$ cat src/hw/rtl/assert_macros.svh
// assertion helpers, empty when synthesizing
`ifndef ASSERT_MACROS_SVH
`define ASSERT_MACROS_SVH

`ifndef SYNTHESIS

`define ASSERT_PROP(label, clk, rstn, prop) \
    label: assert property (@(posedge clk) disable iff (!rstn) prop) \
        else $error("assertion failed");

`define ASSERT_ALWAYS(label, clk, rstn, expr) \
    label: assert property (@(posedge clk) disable iff (!rstn) (expr)) \
        else $error("invariant violated");

`else

`define ASSERT_PROP(label, clk, rstn, prop)

`define ASSERT_ALWAYS(label, clk, rstn, expr)

`endif

`endif

$ cat src/hw/rtl/svtp_pkg.sv
package svtp_pkg;

    typedef enum logic [2:0] {
        CL_NONE,
        CL_DIGIT,
        CL_MINUS,
        CL_PLUS,
        CL_SPACE,
        CL_DOT,
        CL_NUL,
        CL_OTHER
    } char_class_t;

    typedef enum logic [2:0] {
        SC_OTHER,
        SC_P,
        SC_X,
        SC_T,
        SC_E,
        SC_M,
        SC_PCT
    } suffix_code_t;

    typedef struct packed {
        char_class_t  cls;
        logic [3:0]   digit;
        suffix_code_t sfx;
        logic         last;
    } char_item_t;

    localparam int UNIT_BITS = 3;

    localparam logic [UNIT_BITS-1:0] UNIT_PX  = 3'd0;
    localparam logic [UNIT_BITS-1:0] UNIT_PT  = 3'd1;
    localparam logic [UNIT_BITS-1:0] UNIT_EM  = 3'd2;
    localparam logic [UNIT_BITS-1:0] UNIT_MM  = 3'd3;
    localparam logic [UNIT_BITS-1:0] UNIT_PCT = 3'd4;

    localparam logic [2:0] ADDR_DEFAULT_UNIT = 3'h0;

endpackage

$ cat src/hw/rtl/svtp_front.sv
module svtp_front
    import svtp_pkg::*;
#(
    parameter int CHAR_BITS = 16
) (
    input  logic                 in_valid,
    output logic                 in_ready,
    input  logic [CHAR_BITS-1:0] char_code,
    input  logic                 has_char,
    input  logic                 last,
    output logic                 q_valid,
    input  logic                 q_ready,
    output char_item_t           q_item
);

    logic is_digit;
    logic is_space;

    assign in_ready = q_ready;
    assign q_valid  = in_valid;

    always_comb begin
        is_digit = (char_code >= CHAR_BITS'(8'h30)) && (char_code <= CHAR_BITS'(8'h39));
        is_space = (char_code == CHAR_BITS'(8'h20)) ||
                   ((char_code >= CHAR_BITS'(8'h09)) && (char_code <= CHAR_BITS'(8'h0D)));

        q_item.last  = last;
        q_item.digit = char_code[3:0];

        priority if (!has_char) begin
            q_item.cls = CL_NONE;
        end else if (char_code == '0) begin
            q_item.cls = CL_NUL;
        end else if (is_digit) begin
            q_item.cls = CL_DIGIT;
        end else if (char_code == CHAR_BITS'(8'h2D)) begin
            q_item.cls = CL_MINUS;
        end else if (char_code == CHAR_BITS'(8'h2B)) begin
            q_item.cls = CL_PLUS;
        end else if (char_code == CHAR_BITS'(8'h2E)) begin
            q_item.cls = CL_DOT;
        end else if (is_space) begin
            q_item.cls = CL_SPACE;
        end else begin
            q_item.cls = CL_OTHER;
        end

        priority if (char_code == CHAR_BITS'(8'h70)) begin
            q_item.sfx = SC_P;
        end else if (char_code == CHAR_BITS'(8'h78)) begin
            q_item.sfx = SC_X;
        end else if (char_code == CHAR_BITS'(8'h74)) begin
            q_item.sfx = SC_T;
        end else if (char_code == CHAR_BITS'(8'h65)) begin
            q_item.sfx = SC_E;
        end else if (char_code == CHAR_BITS'(8'h6D)) begin
            q_item.sfx = SC_M;
        end else if (char_code == CHAR_BITS'(8'h25)) begin
            q_item.sfx = SC_PCT;
        end else begin
            q_item.sfx = SC_OTHER;
        end
    end

endmodule

$ cat src/hw/rtl/svtp_fifo.sv
module svtp_fifo
    import svtp_pkg::*;
#(
    parameter int DEPTH = 4
) (
    input  logic       aclk,
    input  logic       aresetn,
    input  logic       in_valid,
    output logic       in_ready,
    input  char_item_t in_item,
    output logic       out_valid,
    input  logic       out_ready,
    output char_item_t out_item
);

    localparam int PTR_BITS = (DEPTH > 1) ? $clog2(DEPTH) : 1;
    localparam int CNT_BITS = $clog2(DEPTH + 1);

    char_item_t            store_reg [DEPTH];
    logic [PTR_BITS-1:0]   wr_ptr_reg, wr_ptr_next;
    logic [PTR_BITS-1:0]   rd_ptr_reg, rd_ptr_next;
    logic [CNT_BITS-1:0]   count_reg, count_next;
    logic                  push, pop;

    assign in_ready  = count_reg != CNT_BITS'(DEPTH);
    assign out_valid = count_reg != '0;
    assign out_item  = store_reg[rd_ptr_reg];
    assign push      = in_valid && in_ready;
    assign pop       = out_valid && out_ready;

    always_comb begin
        wr_ptr_next = wr_ptr_reg;
        rd_ptr_next = rd_ptr_reg;
        count_next  = count_reg;
        if (push) begin
            wr_ptr_next = (wr_ptr_reg == PTR_BITS'(DEPTH - 1)) ? '0 : wr_ptr_reg + 1'b1;
        end
        if (pop) begin
            rd_ptr_next = (rd_ptr_reg == PTR_BITS'(DEPTH - 1)) ? '0 : rd_ptr_reg + 1'b1;
        end
        if (push && !pop) begin
            count_next = count_reg + 1'b1;
        end else if (pop && !push) begin
            count_next = count_reg - 1'b1;
        end
    end

    always_ff @(posedge aclk) begin
        if (!aresetn) begin
            wr_ptr_reg <= '0;
            rd_ptr_reg <= '0;
            count_reg  <= '0;
        end else begin
            wr_ptr_reg <= wr_ptr_next;
            rd_ptr_reg <= rd_ptr_next;
            count_reg  <= count_next;
        end
        if (push) begin
            store_reg[wr_ptr_reg] <= in_item;
        end
    end

endmodule

$ cat src/hw/rtl/svtp_back.sv
`include "assert_macros.svh"

module svtp_back
    import svtp_pkg::*;
#(
    parameter int VALUE_BITS = 64
) (
    input  logic                 aclk,
    input  logic                 aresetn,
    input  logic                 item_valid,
    output logic                 item_ready,
    input  char_item_t           item,
    input  logic [UNIT_BITS-1:0] default_unit,
    output logic                 res_valid,
    input  logic                 res_ready,
    output logic                 res_ok,
    output logic [63:0]          res_value,
    output logic [UNIT_BITS-1:0] res_unit
);

    localparam logic [VALUE_BITS-1:0] MAG_LIMIT = {1'b1, {(VALUE_BITS-1){1'b0}}};
    localparam logic [VALUE_BITS-1:0] INT_LIMIT = MAG_LIMIT / 100;

    typedef enum logic [2:0] {
        PH_START,
        PH_WS,
        PH_SIGNED,
        PH_INT,
        PH_DOT,
        PH_FRAC,
        PH_SUFFIX,
        PH_DONE
    } phase_t;

    phase_t                phase_reg, phase_next;
    logic                  neg_reg, neg_next;
    logic [VALUE_BITS-1:0] int_reg, int_next;
    logic [6:0]            frac_reg, frac_next;
    logic [4:0]            fdig_reg, fdig_next;
    suffix_code_t          sfx_reg [3];
    suffix_code_t          sfx_next [3];
    logic [1:0]            scnt_reg, scnt_next;
    logic                  err_reg, err_next;

    // finish stage
    logic                  f_valid_reg;
    logic                  f_ok_reg;
    logic                  f_neg_reg;
    logic [VALUE_BITS-1:0] f_int_reg;
    logic [6:0]            f_frac_reg;
    logic [UNIT_BITS-1:0]  f_unit_reg;

    // magnitude stage
    logic                  g_valid_reg;
    logic                  g_ok_reg;
    logic                  g_neg_reg;
    logic [VALUE_BITS-1:0] g_mag_reg;
    logic [UNIT_BITS-1:0]  g_unit_reg;

    // output register
    logic                  o_valid_reg;
    logic                  o_ok_reg;
    logic [63:0]           o_value_reg;
    logic [UNIT_BITS-1:0]  o_unit_reg;

    logic                  adv, pop, take, end_item;
    logic                  do_int, do_frac, do_sfx, do_fail;
    logic [VALUE_BITS-1:0] int_calc;
    logic [4:0]            fdig_inc;
    logic                  ok_pre;
    logic [UNIT_BITS-1:0]  unit_pick;
    logic [VALUE_BITS-1:0] mag_calc;
    logic                  lim_ok;
    logic [63:0]           mag_wide;

    assign adv        = !(o_valid_reg && !res_ready);
    assign item_ready = !item.last || adv;
    assign pop        = item_valid && item_ready;
    assign take       = pop && (item.cls != CL_NONE);
    assign end_item   = pop && item.last;

    assign int_calc = (int_reg << 3) + (int_reg << 1) + VALUE_BITS'(item.digit);
    assign fdig_inc = fdig_reg + 5'd1;

    always_comb begin
        phase_next = phase_reg;
        neg_next   = neg_reg;
        int_next   = int_reg;
        frac_next  = frac_reg;
        fdig_next  = fdig_reg;
        sfx_next   = sfx_reg;
        scnt_next  = scnt_reg;
        err_next   = err_reg;
        do_int     = 1'b0;
        do_frac    = 1'b0;
        do_sfx     = 1'b0;
        do_fail    = 1'b0;

        if (take && phase_reg != PH_DONE) begin
            if (item.cls == CL_NUL) begin
                if (phase_reg != PH_INT && phase_reg != PH_FRAC && phase_reg != PH_SUFFIX) begin
                    err_next = 1'b1;
                end
                phase_next = PH_DONE;
            end else begin
                unique case (phase_reg)
                    PH_START: begin
                        unique case (item.cls)
                            CL_MINUS: begin
                                if (!neg_reg) begin
                                    neg_next = 1'b1;
                                end else begin
                                    neg_next   = 1'b0;
                                    phase_next = PH_SIGNED;
                                end
                            end
                            CL_PLUS:  phase_next = PH_SIGNED;
                            CL_SPACE: phase_next = PH_WS;
                            CL_DIGIT: do_int = 1'b1;
                            CL_DOT:   phase_next = PH_DOT;
                            default:  do_fail = 1'b1;
                        endcase
                    end
                    PH_WS: begin
                        unique case (item.cls)
                            CL_SPACE: phase_next = PH_WS;
                            CL_PLUS:  phase_next = PH_SIGNED;
                            CL_MINUS: begin
                                neg_next   = !neg_reg;
                                phase_next = PH_SIGNED;
                            end
                            CL_DIGIT: do_int = 1'b1;
                            default:  do_fail = 1'b1;
                        endcase
                    end
                    PH_SIGNED: begin
                        if (item.cls == CL_DIGIT) begin
                            do_int = 1'b1;
                        end else begin
                            do_fail = 1'b1;
                        end
                    end
                    PH_INT: begin
                        priority if (item.cls == CL_DIGIT) begin
                            do_int = 1'b1;
                        end else if (item.cls == CL_DOT) begin
                            phase_next = PH_DOT;
                        end else begin
                            do_sfx = 1'b1;
                        end
                    end
                    PH_DOT: begin
                        if (item.cls == CL_DIGIT) begin
                            do_frac = 1'b1;
                        end else begin
                            do_fail = 1'b1;
                        end
                    end
                    PH_FRAC: begin
                        if (item.cls == CL_DIGIT) begin
                            do_frac = 1'b1;
                        end else begin
                            do_sfx = 1'b1;
                        end
                    end
                    PH_SUFFIX: do_sfx = 1'b1;
                    PH_DONE:   phase_next = PH_DONE;
                endcase
            end
        end

        if (do_int) begin
            int_next   = int_calc;
            phase_next = PH_INT;
            if (int_calc > INT_LIMIT) begin
                do_fail = 1'b1;
            end
        end
        if (do_frac) begin
            fdig_next  = fdig_inc;
            phase_next = PH_FRAC;
            priority if (fdig_inc > 5'd19) begin
                do_fail = 1'b1;
            end else if (fdig_inc == 5'd1) begin
                frac_next = {item.digit, 3'b000} + {2'b00, item.digit, 1'b0};
            end else if (fdig_inc == 5'd2) begin
                frac_next = frac_reg + {3'b000, item.digit};
            end else begin
                frac_next = frac_reg;
            end
        end
        if (do_sfx) begin
            if (scnt_reg != 2'd3) begin
                sfx_next[scnt_reg] = item.sfx;
                scnt_next          = scnt_reg + 2'd1;
            end
            phase_next = PH_SUFFIX;
        end
        if (do_fail) begin
            err_next   = 1'b1;
            phase_next = PH_DONE;
        end

        ok_pre = !err_next && (phase_next == PH_INT || phase_next == PH_FRAC ||
                               phase_next == PH_SUFFIX || phase_next == PH_DONE);

        priority if (scnt_next == 2'd2 && sfx_next[0] == SC_P && sfx_next[1] == SC_X) begin
            unit_pick = UNIT_PX;
        end else if (scnt_next == 2'd2 && sfx_next[0] == SC_P && sfx_next[1] == SC_T) begin
            unit_pick = UNIT_PT;
        end else if (scnt_next == 2'd2 && sfx_next[0] == SC_E && sfx_next[1] == SC_M) begin
            unit_pick = UNIT_EM;
        end else if (scnt_next == 2'd2 && sfx_next[0] == SC_M && sfx_next[1] == SC_M) begin
            unit_pick = UNIT_MM;
        end else if (scnt_next == 2'd1 && sfx_next[0] == SC_PCT) begin
            unit_pick = UNIT_PCT;
        end else if (default_unit <= UNIT_PCT) begin
            unit_pick = default_unit;
        end else begin
            unit_pick = UNIT_PX;
        end
    end

    // times one hundred as shifted adds
    assign mag_calc = (f_int_reg << 6) + (f_int_reg << 5) + (f_int_reg << 2) +
                      VALUE_BITS'(f_frac_reg);

    assign lim_ok   = g_neg_reg ? (g_mag_reg <= MAG_LIMIT) : (g_mag_reg < MAG_LIMIT);
    assign mag_wide = 64'(g_mag_reg);

    always_ff @(posedge aclk) begin
        if (!aresetn) begin
            phase_reg   <= PH_START;
            neg_reg     <= 1'b0;
            int_reg     <= '0;
            frac_reg    <= '0;
            fdig_reg    <= '0;
            sfx_reg     <= '{SC_OTHER, SC_OTHER, SC_OTHER};
            scnt_reg    <= '0;
            err_reg     <= 1'b0;
            f_valid_reg <= 1'b0;
            g_valid_reg <= 1'b0;
            o_valid_reg <= 1'b0;
        end else begin
            if (end_item) begin
                phase_reg <= PH_START;
                neg_reg   <= 1'b0;
                int_reg   <= '0;
                frac_reg  <= '0;
                fdig_reg  <= '0;
                sfx_reg   <= '{SC_OTHER, SC_OTHER, SC_OTHER};
                scnt_reg  <= '0;
                err_reg   <= 1'b0;
            end else begin
                phase_reg <= phase_next;
                neg_reg   <= neg_next;
                int_reg   <= int_next;
                frac_reg  <= frac_next;
                fdig_reg  <= fdig_next;
                sfx_reg   <= sfx_next;
                scnt_reg  <= scnt_next;
                err_reg   <= err_next;
            end

            if (adv) begin
                f_valid_reg <= end_item;
                f_ok_reg    <= ok_pre;
                f_neg_reg   <= neg_next;
                f_int_reg   <= int_next;
                f_frac_reg  <= frac_next;
                f_unit_reg  <= unit_pick;

                g_valid_reg <= f_valid_reg;
                g_ok_reg    <= f_ok_reg;
                g_neg_reg   <= f_neg_reg;
                g_mag_reg   <= mag_calc;
                g_unit_reg  <= f_unit_reg;

                o_valid_reg <= g_valid_reg;
                o_ok_reg    <= g_ok_reg && lim_ok;
                if (g_ok_reg && lim_ok) begin
                    o_value_reg <= g_neg_reg ? (64'd0 - mag_wide) : mag_wide;
                    o_unit_reg  <= g_unit_reg;
                end else begin
                    o_value_reg <= '0;
                    o_unit_reg  <= UNIT_PX;
                end
            end
        end
    end

    assign res_valid = o_valid_reg;
    assign res_ok    = o_ok_reg;
    assign res_value = o_value_reg;
    assign res_unit  = o_unit_reg;

    `ASSERT_PROP(a_err_means_done, aclk, aresetn, err_reg |-> phase_reg == PH_DONE)
    `ASSERT_PROP(a_int_in_range, aclk, aresetn, !err_reg |-> int_reg <= INT_LIMIT)
    `ASSERT_ALWAYS(a_frac_range, aclk, aresetn, frac_reg <= 7'd99 && fdig_reg <= 5'd20)
    `ASSERT_PROP(a_invalid_is_zero, aclk, aresetn,
                 o_valid_reg && !o_ok_reg |-> o_value_reg == '0 && o_unit_reg == UNIT_PX)
    `ASSERT_PROP(a_last_held_on_stall, aclk, aresetn,
                 item_valid && item.last && !adv |-> !item_ready)

endmodule

$ cat src/hw/rtl/size_value_text_parser.sv
// a string's result passes the finish, magnitude and output registers to m_tvalid
// one character per cycle when not stalled; one result per string, one per cycle at most
// the parse register takes each character as it leaves the queue, the value times 100 and
// its range check take one pipeline stage each after the string ends
// reset: synchronous active-low aresetn clears the parse state, queue, pipeline and
// default_unit; the block accepts transactions in the first cycle after reset
module size_value_text_parser
    import svtp_pkg::*;
#(
    parameter int CHAR_BITS   = 16,
    parameter int VALUE_BITS  = 64,
    parameter int QUEUE_DEPTH = 4
) (
    input  logic                                 aclk,
    input  logic                                 aresetn,
    input  logic                                 s_tvalid,
    output logic                                 s_tready,
    input  logic [((CHAR_BITS + 7) / 8) * 8-1:0] s_tdata,   // char_code
    input  logic [0:0]                           s_tuser,   // has_char
    input  logic                                 s_tlast,
    output logic                                 m_tvalid,
    input  logic                                 m_tready,
    output logic [71:0]                          m_tdata,   // value_hundredths, unit
    output logic [0:0]                           m_tuser,   // valid_res
    input  logic                                 psel,
    input  logic                                 penable,
    input  logic                                 pwrite,
    input  logic [2:0]                           paddr,
    input  logic [31:0]                          pwdata,
    output logic [31:0]                          prdata,
    output logic                                 pready
);

    logic [UNIT_BITS-1:0] default_unit_reg, default_unit_next;
    logic                 cfg_hit;

    logic                 q_in_valid, q_in_ready;
    char_item_t           q_in_item;
    logic                 q_out_valid, q_out_ready;
    char_item_t           q_out_item;

    logic                 res_ok;
    logic [63:0]          res_value;
    logic [UNIT_BITS-1:0] res_unit;

    assign pready  = 1'b1;
    assign cfg_hit = paddr[2] == ADDR_DEFAULT_UNIT[2];
    assign prdata  = cfg_hit ? {{(32 - UNIT_BITS){1'b0}}, default_unit_reg} : '0;

    always_comb begin
        default_unit_next = default_unit_reg;
        if (psel && penable && pwrite && pready && cfg_hit) begin
            default_unit_next = pwdata[UNIT_BITS-1:0];
        end
    end

    always_ff @(posedge aclk) begin
        if (!aresetn) begin
            default_unit_reg <= UNIT_PX;
        end else begin
            default_unit_reg <= default_unit_next;
        end
    end

    svtp_front #(
        .CHAR_BITS (CHAR_BITS)
    ) u_front (
        .in_valid  (s_tvalid),
        .in_ready  (s_tready),
        .char_code (s_tdata[CHAR_BITS-1:0]),
        .has_char  (s_tuser[0]),
        .last      (s_tlast),
        .q_valid   (q_in_valid),
        .q_ready   (q_in_ready),
        .q_item    (q_in_item)
    );

    svtp_fifo #(
        .DEPTH (QUEUE_DEPTH)
    ) u_fifo (
        .aclk      (aclk),
        .aresetn   (aresetn),
        .in_valid  (q_in_valid),
        .in_ready  (q_in_ready),
        .in_item   (q_in_item),
        .out_valid (q_out_valid),
        .out_ready (q_out_ready),
        .out_item  (q_out_item)
    );

    svtp_back #(
        .VALUE_BITS (VALUE_BITS)
    ) u_back (
        .aclk         (aclk),
        .aresetn      (aresetn),
        .item_valid   (q_out_valid),
        .item_ready   (q_out_ready),
        .item         (q_out_item),
        .default_unit (default_unit_reg),
        .res_valid    (m_tvalid),
        .res_ready    (m_tready),
        .res_ok       (res_ok),
        .res_value    (res_value),
        .res_unit     (res_unit)
    );

    assign m_tdata = {5'b0, res_unit, res_value};
    assign m_tuser = res_ok;

endmodule

$ cat config.mk
export PLATFORM = sky130hd
export DESIGN_NAME = size_value_text_parser
export DESIGN_NICKNAME = d
export VERILOG_FILES = /design/src/hw/rtl/svtp_pkg.sv /design/src/hw/rtl/svtp_front.sv /design/src/hw/rtl/svtp_fifo.sv /design/src/hw/rtl/svtp_back.sv /design/src/hw/rtl/size_value_text_parser.sv
export VERILOG_INCLUDE_DIRS = /design/src /design/src/hw/rtl
export SDC_FILE = /design/constraint.sdc
export NUM_CORES = 1
export LEC_CHECK = 0
export BUFFER_PORTS_ARGS = -buffer_cell sky130_fd_sc_hd__buf_2
export CAP_MARGIN = 20
export CORE_UTILIZATION = 56
export DETAILED_ROUTE_END_ITERATION = 8
export PLACE_DENSITY_LB_ADDON = 0.25
export SLEW_MARGIN = 5
export SYNTH_ARGS = -nofsm -noshare
export SYNTH_HDL_FRONTEND = slang
export SYNTH_SLANG_ARGS = --single-unit
$ cat constraint.sdc
create_clock -name aclk -period 11.3 [get_ports aclk]
set_input_delay 1.13 -clock aclk [delete_from_list [all_inputs] [get_ports aclk]]
set_output_delay 1.13 -clock aclk [all_outputs]
set_load 0.05 [all_outputs]
# == Word level (Yosys, flattened, before mapping) ==
# Memories as Yosys holds them, arrays and structs flattened. A register that Yosys moved wholly into a read port is not among the register bits.
# Cells that the tools add are included.
# word_totals
register_bits,316
ramBits,44
in_bits,60
wordCells,246
mem_count,1
# mem_list
name,words,width,rd,rd_clocked_by_memory_dff,write_ports,line_no,rtl
u_fifo.store_reg,4,11,1,1,1,svtp_fifo.sv:19,char_item_t store_reg [DEPTH];
# op_classes
add_sub_neg,14
n_lt_le_gt_ge,11
eq_ne,46
n_mux,85
n_bitwise,4
reduce_logical,54
# ops
operator,n
64-bit adder,3
64-bit two-way mux,2
3-bit two-way mux,27
"16-bit by 6-bit equality test with 1-bit output, second input constant",5
"16-bit by 7-bit equality test with 1-bit output, second input constant",5
64-bit by 4-bit adder with 64-bit output,1
64-bit by 7-bit adder with 64-bit output,1
"64-bit by 57-bit greater-than comparator with 1-bit output, second input constant",1
"64-bit less-or-equal comparator, second input constant",1
"64-bit less-than comparator, second input constant",1
"1-bit by 64-bit subtractor with 64-bit output, first input constant",1
"3-bit equality test, second input constant",14
1-bit two-way mux,33
7-bit two-way mux,4
1-bit logical AND,26
3-bit case mux with 4 select lines,2
"3-bit by 2-bit equality test with 1-bit output, second input constant",7
2-bit two-way mux,9
9-bit two-way mux,2
"16-bit by 4-bit greater-or-equal comparator with 1-bit output, second input constant",1
"16-bit by 6-bit greater-or-equal comparator with 1-bit output, second input constant",1
"16-bit by 4-bit less-or-equal comparator with 1-bit output, second input constant",1
"16-bit by 6-bit less-or-equal comparator with 1-bit output, second input constant",1
16-bit logical NOT,1
other kinds (34),64

# == Depth between registers and ports, before layout ==
# logic_depth
depth_word,18
mapped_depth,19
mapped_depth_nobuf,18

# == Hierarchy ==
# From an unflattened synthesis, not the netlist that was laid out.
# unflattened
hier_cells,2644
hier_area_um2,25832.3
# by_module_without_submodules
module,instances,cells_per_inst,area_per_inst_um2
svtp_back,1,2429,22989.5
svtp_fifo,1,108,2063.2
size_value_text_parser,1,54,424.2
svtp_front,1,53,355.3

# == Worst setup path before layout ==
# No wires, ideal clock.
# synth_path
path_type,input to register
start,in aresetn
end,"reg u_back.f_frac_reg[0], enable pin"
setup_ps,810
arrival_ps,10599
path_slack_ps,-109
path_stages,2
n_path_buf,1
path_cell_list,clkbuf_1 > nor2b_1
# synth_via
elab_chain_cells,1
# synth_rtl
item,line_no,rtl
"start, declared",size_value_text_parser.sv:15,"input logic aresetn,"
2-bit AND reduction (no source line),n/a,
"end signal, assigned",svtp_back.sv:270,f_frac_reg <= frac_next;
"end, declared",svtp_back.sv:50,logic [6:0] f_frac_reg;
# No other way between the ends.
# A chain may end at the register's enable or synchronous reset.

==> summary by stage <==
Outcome
The flow ran to the end, and the final reports show no timing, DRC or antenna violations.

Clock network
The H-tree depth reported by CTS is 2. The number of sinks on the clock net is 358. The number of gates resized after cts is 0. TritonCTS built the clock tree.

The clock passes through at most 3 buffers. The clock latency on the worst-skew pair is between 0.5 and 0.6 ns. The number of clock buffers added by TritonCTS is 40. The clock input transition at the sequential cells of the worst setup and hold paths is ~0.070 ns. The number of buffers added for setup after CTS is 0.

CTS placed an instance of sky130_fd_sc_hd__clkbuf_16 at the clock tree root. After clock tree synthesis, the flow added hold-fix buffers numbering 0.

Setup path
The critical path arrival is between 7 and 8 ns. The worst setup path is launched from a flip-flop. The maximum fanout encountered on the critical timing path is 12. The signal on the critical path passes through mux4_2, inv_1, fa_1, fa_1, nand2b_1, a21oi_1, o21ai_0, a21oi_1, nand2b_1, xor2_1, or3_1, nor4_1, nand4b_1, or3_2, a2111oi_0, nor3_1. The worst flop-to-flop path endpoint is u_back.err_reg. STA classifies the critical path endpoint as a flip-flop.

The number of cells on the worst reg-to-reg path is 16. The setup path with the least slack is of type reg2reg. For this run, the slowest stage of the critical path takes 0.81 ns.

The slowest stage of the critical path belongs to the cell sky130_fd_sc_hd__dfxtp_1. STA puts the critical path data required time at ~12 ns. The slack of the worst reg-to-reg path is between 4 and 5 ns. The gate family responsible for the most delay along the worst path is simple AND/OR/NAND/NOR gates. The number of buffers and inverters on the critical path is 1.

Route
Wires add up to between 50,000 and 60,000 um. The number of design-rule violations left by the first detailed-router iteration is 1,195. The number of nets with antenna violations after detailed routing is 0.

After detailed routing, the average wire length per cell comes to 16.38 um. The first-pass iteration count of the detailed router is 5. The number of remaining DRC errors is 0.

The post-detailed-route via-to-cell ratio is between 5 and 6. The sum of routed wire segments on met1 is 25,240 um. The uppermost layer routed is met4. The total length of routed met3 wires is about 2300 um. The total length of routed met2 wires is ~24,000 um. The routed via count is 18,496.

Global routing
The via count of the first global-routing pass was 17,676. The global-route usage over all layers is about a quarter. The wire length of the first global-routing pass is slightly below 90,000 um. The number of antenna violations at the first check in global routing is 1. The total overflow left after global routing is 0. Entering global routing, the biggest net connects 84 pins.

Timing
Setup violations remaining at the end of the flow were counted as 0. The time the final worst path needs with I/O delays and setup is roughly 6.7 ns. The count of pins over their slew limit is 0.

The normalized max-slew margin is approximately 29%. The tightest hold path in the finished design has a slack of ~0.42 ns. Clock skew on the completed layout was measured at around 0.013 ns. The final critical path takes up between 50% and 60% of the cycle.

The setup total negative slack is 0 ns. The highest attainable clock frequency is 0.1502 GHz. Setup repair after global routing left no endpoint under its margin. The number of failing hold endpoints at the final stage is 0.

For the pin with the worst max-slew slack, the measured transition is ~1.1 ns.

Power
The design draws ~4800 uW. The power density over cell area is around 180 mW/mm^2. The leakage power is between 0.01 and 0.015 uW. The worst-case IR drop observed on VDD is 0.0001106 V.

Logic synthesis
The number of standard cells after synthesis is 2,518. The portion of synthesized cell area occupied by the leading cell type is 30.50%. In this run, synthesis produced a sequential element count of 358. The mapped cell area is 0.02510 sq mm. Yosys instantiated no cell more often than sky130_fd_sc_hd__nand2_1.

The mean area per synthesized cell is about 10 sq um. After synthesis, flip-flops and latches occupy about two fifths of the total area. By count the netlist is led by sky130_fd_sc_hd__nand2_1, sky130_fd_sc_hd__ha_1, sky130_fd_sc_hd__edfxtp_1. The top cell type by total area after synthesis is sky130_fd_sc_hd__edfxtp_1. For this run, the leading register cell type out of synthesis is sky130_fd_sc_hd__edfxtp_1. The post-synthesis async set-or-reset flop share is 0%. Counting flops with a built-in enable in the synthesized netlist gives around 260. The unique cell type count in the Yosys netlist is 89. For this run, the number of Yosys warnings is 0. Sorting the synthesized cells by area gives the leading types as sky130_fd_sc_hd__edfxtp_1, sky130_fd_sc_hd__ha_1, sky130_fd_sc_hd__dfxtp_1, sky130_fd_sc_hd__fa_1, sky130_fd_sc_hd__nand2_1.

Placed design
The final weighted congestion in routability-driven placement is 0.9266. Counting tap cells, the placed design contains a total of roughly 3,100 instances. Once placement finished, the instance area stood at between 0.02 and 0.03 sq mm. The HPWL after detailed placement is 40,590 um. The total of buffers placed on input and output ports is 101.

Worst hold path
The path with the worst hold slack has its endpoint at u_back.g_unit_reg[0]. The startpoint of the most critical hold path is u_back.f_unit_reg[0]. The path class of the tightest hold or removal check is reg2reg. The number of cells on the worst hold path is 0.

Die
between 150 and 200 I/O pins were placed. The standard-cell row count is 77. The vertical extent of the die is 213.7 um. The floorplan step defined a die boundary enclosing between 0.04 and 0.05 sq mm. Once the floorplan was initialized, standard cells occupied between 50% and 60% of the core. The core region is roughly 0.044 sq mm. The chip width is 213.7 um.

Cells and area
At the end of the flow, the number of nets in the layout was 2,971. The fill cell instance count of the final layout is roughly 3,600. The layout cell share with drive strength beyond 1 is around 8.6%. The relative area change from synthesis to final layout is 8.907%. The finished cells cover roughly 0.027 sq mm. After the flow finishes, the layout carries non-filler instances totaling between 3,000 and 4,000.

Job
The number of maximum-capacitance violations is 0.
## power by group
part	switching (uW)	internal [uW]
Combinational	1010	595
Clock	549	802
Sequential	164	1670
Total	1720	3070
## how the worst max path moves through the flow
stage	start	slack (ns)	depth (start not counted)	to
floorplan	aresetn	3.97	2	u_back.f_frac_reg[0]
global placement	flip-flop	4.76	16	u_back.f_ok_reg
finish	flip-flop	4.64	16	u_back.err_reg
CTS	flip-flop	4.64	16	u_back.err_reg
global route	flip-flop	4.24	16	u_back.err_reg
detailed placement	flip-flop	4.67	16	u_back.err_reg
## per-layer routing
metal / vias to the layer above / global-route usage, %
li1: 9304 / -
met1: 8697 / 33.25
met2: 413 / 37.70
met3: 82 / 3.237
met4: 0 / 6.626
met5: - / 0
## cell families (layout without fill, tap and decap cells)
family / Yosys count / count (layout) / synth area share [%]
muxes: 35 / 35 / 1.914
DFF: 358 / 358 / 38.72
xor gates and xnor gates: 183 / 183 / 6.385
adders and majority gates: 326 / 326 / 18.18
buffers and inverters: 175 / 242 / 3.394
other: 2 / 36 / 0.02992
AOI/OAI and AO/OA: 625 / 625 / 15.68
and+or+nand+nor: 814 / 814 / 15.70
## final cells by class
cell class | count | area (sq um) | share of cell area, %
Multi-Input combinational cell | 2018 | 14670 | 53.67
Sequential cell | 358 | 9719 | 35.55
Clock buffer | 50 | 1152 | 4.215
Tap cell | 592 | 740.7 | 2.709
Timing Repair Buffer | 111 | 593.1 | 2.169
Clock inverter | 24 | 244.0 | 0.8924
Inverter | 57 | 214.0 | 0.7826
Antenna cell | 1 | 2.502 | 0.009153
## layout by cell type (no fill, tap or decap), drive strengths merged, types with 6 or more instances in the layout
cell type and count:
nand2 262, ha 260, edfxtp 255, nor2 209, a21oi 194, o21ai 160, buf 111, xor2 105
dfxtp 103, nor2b 81, xnor2 78, fa 65, a21o 64, inv 62, clkbuf 50, nand3 40
nor3 36, nand4 35, conb 35, a211oi 29, o21a 27, o31ai 27, and3 26, nand2b 25
o21bai 23, or3 23, mux2i 21, nor4 14, a31oi 13, clkinv 13, or4 12, o211ai 11
and2 10, mux4 10, nand4b 9, o41ai 9, a21boi 7, and4 7, nor3b 6
## through the flow
| step | worst slack, ns | utilization, % |
|---|---|---|
| finish | 4.644 | 61.82 |
| detailed placement | 4.665 | 58.61 |
| global route | 4.245 | 61.82 |
| CTS | 4.639 | 61.77 |
| global placement | 4.759 | 58.61 |
| floorplan | 3.969 | - |
Note: power is estimated with default switching activity, not from simulation.
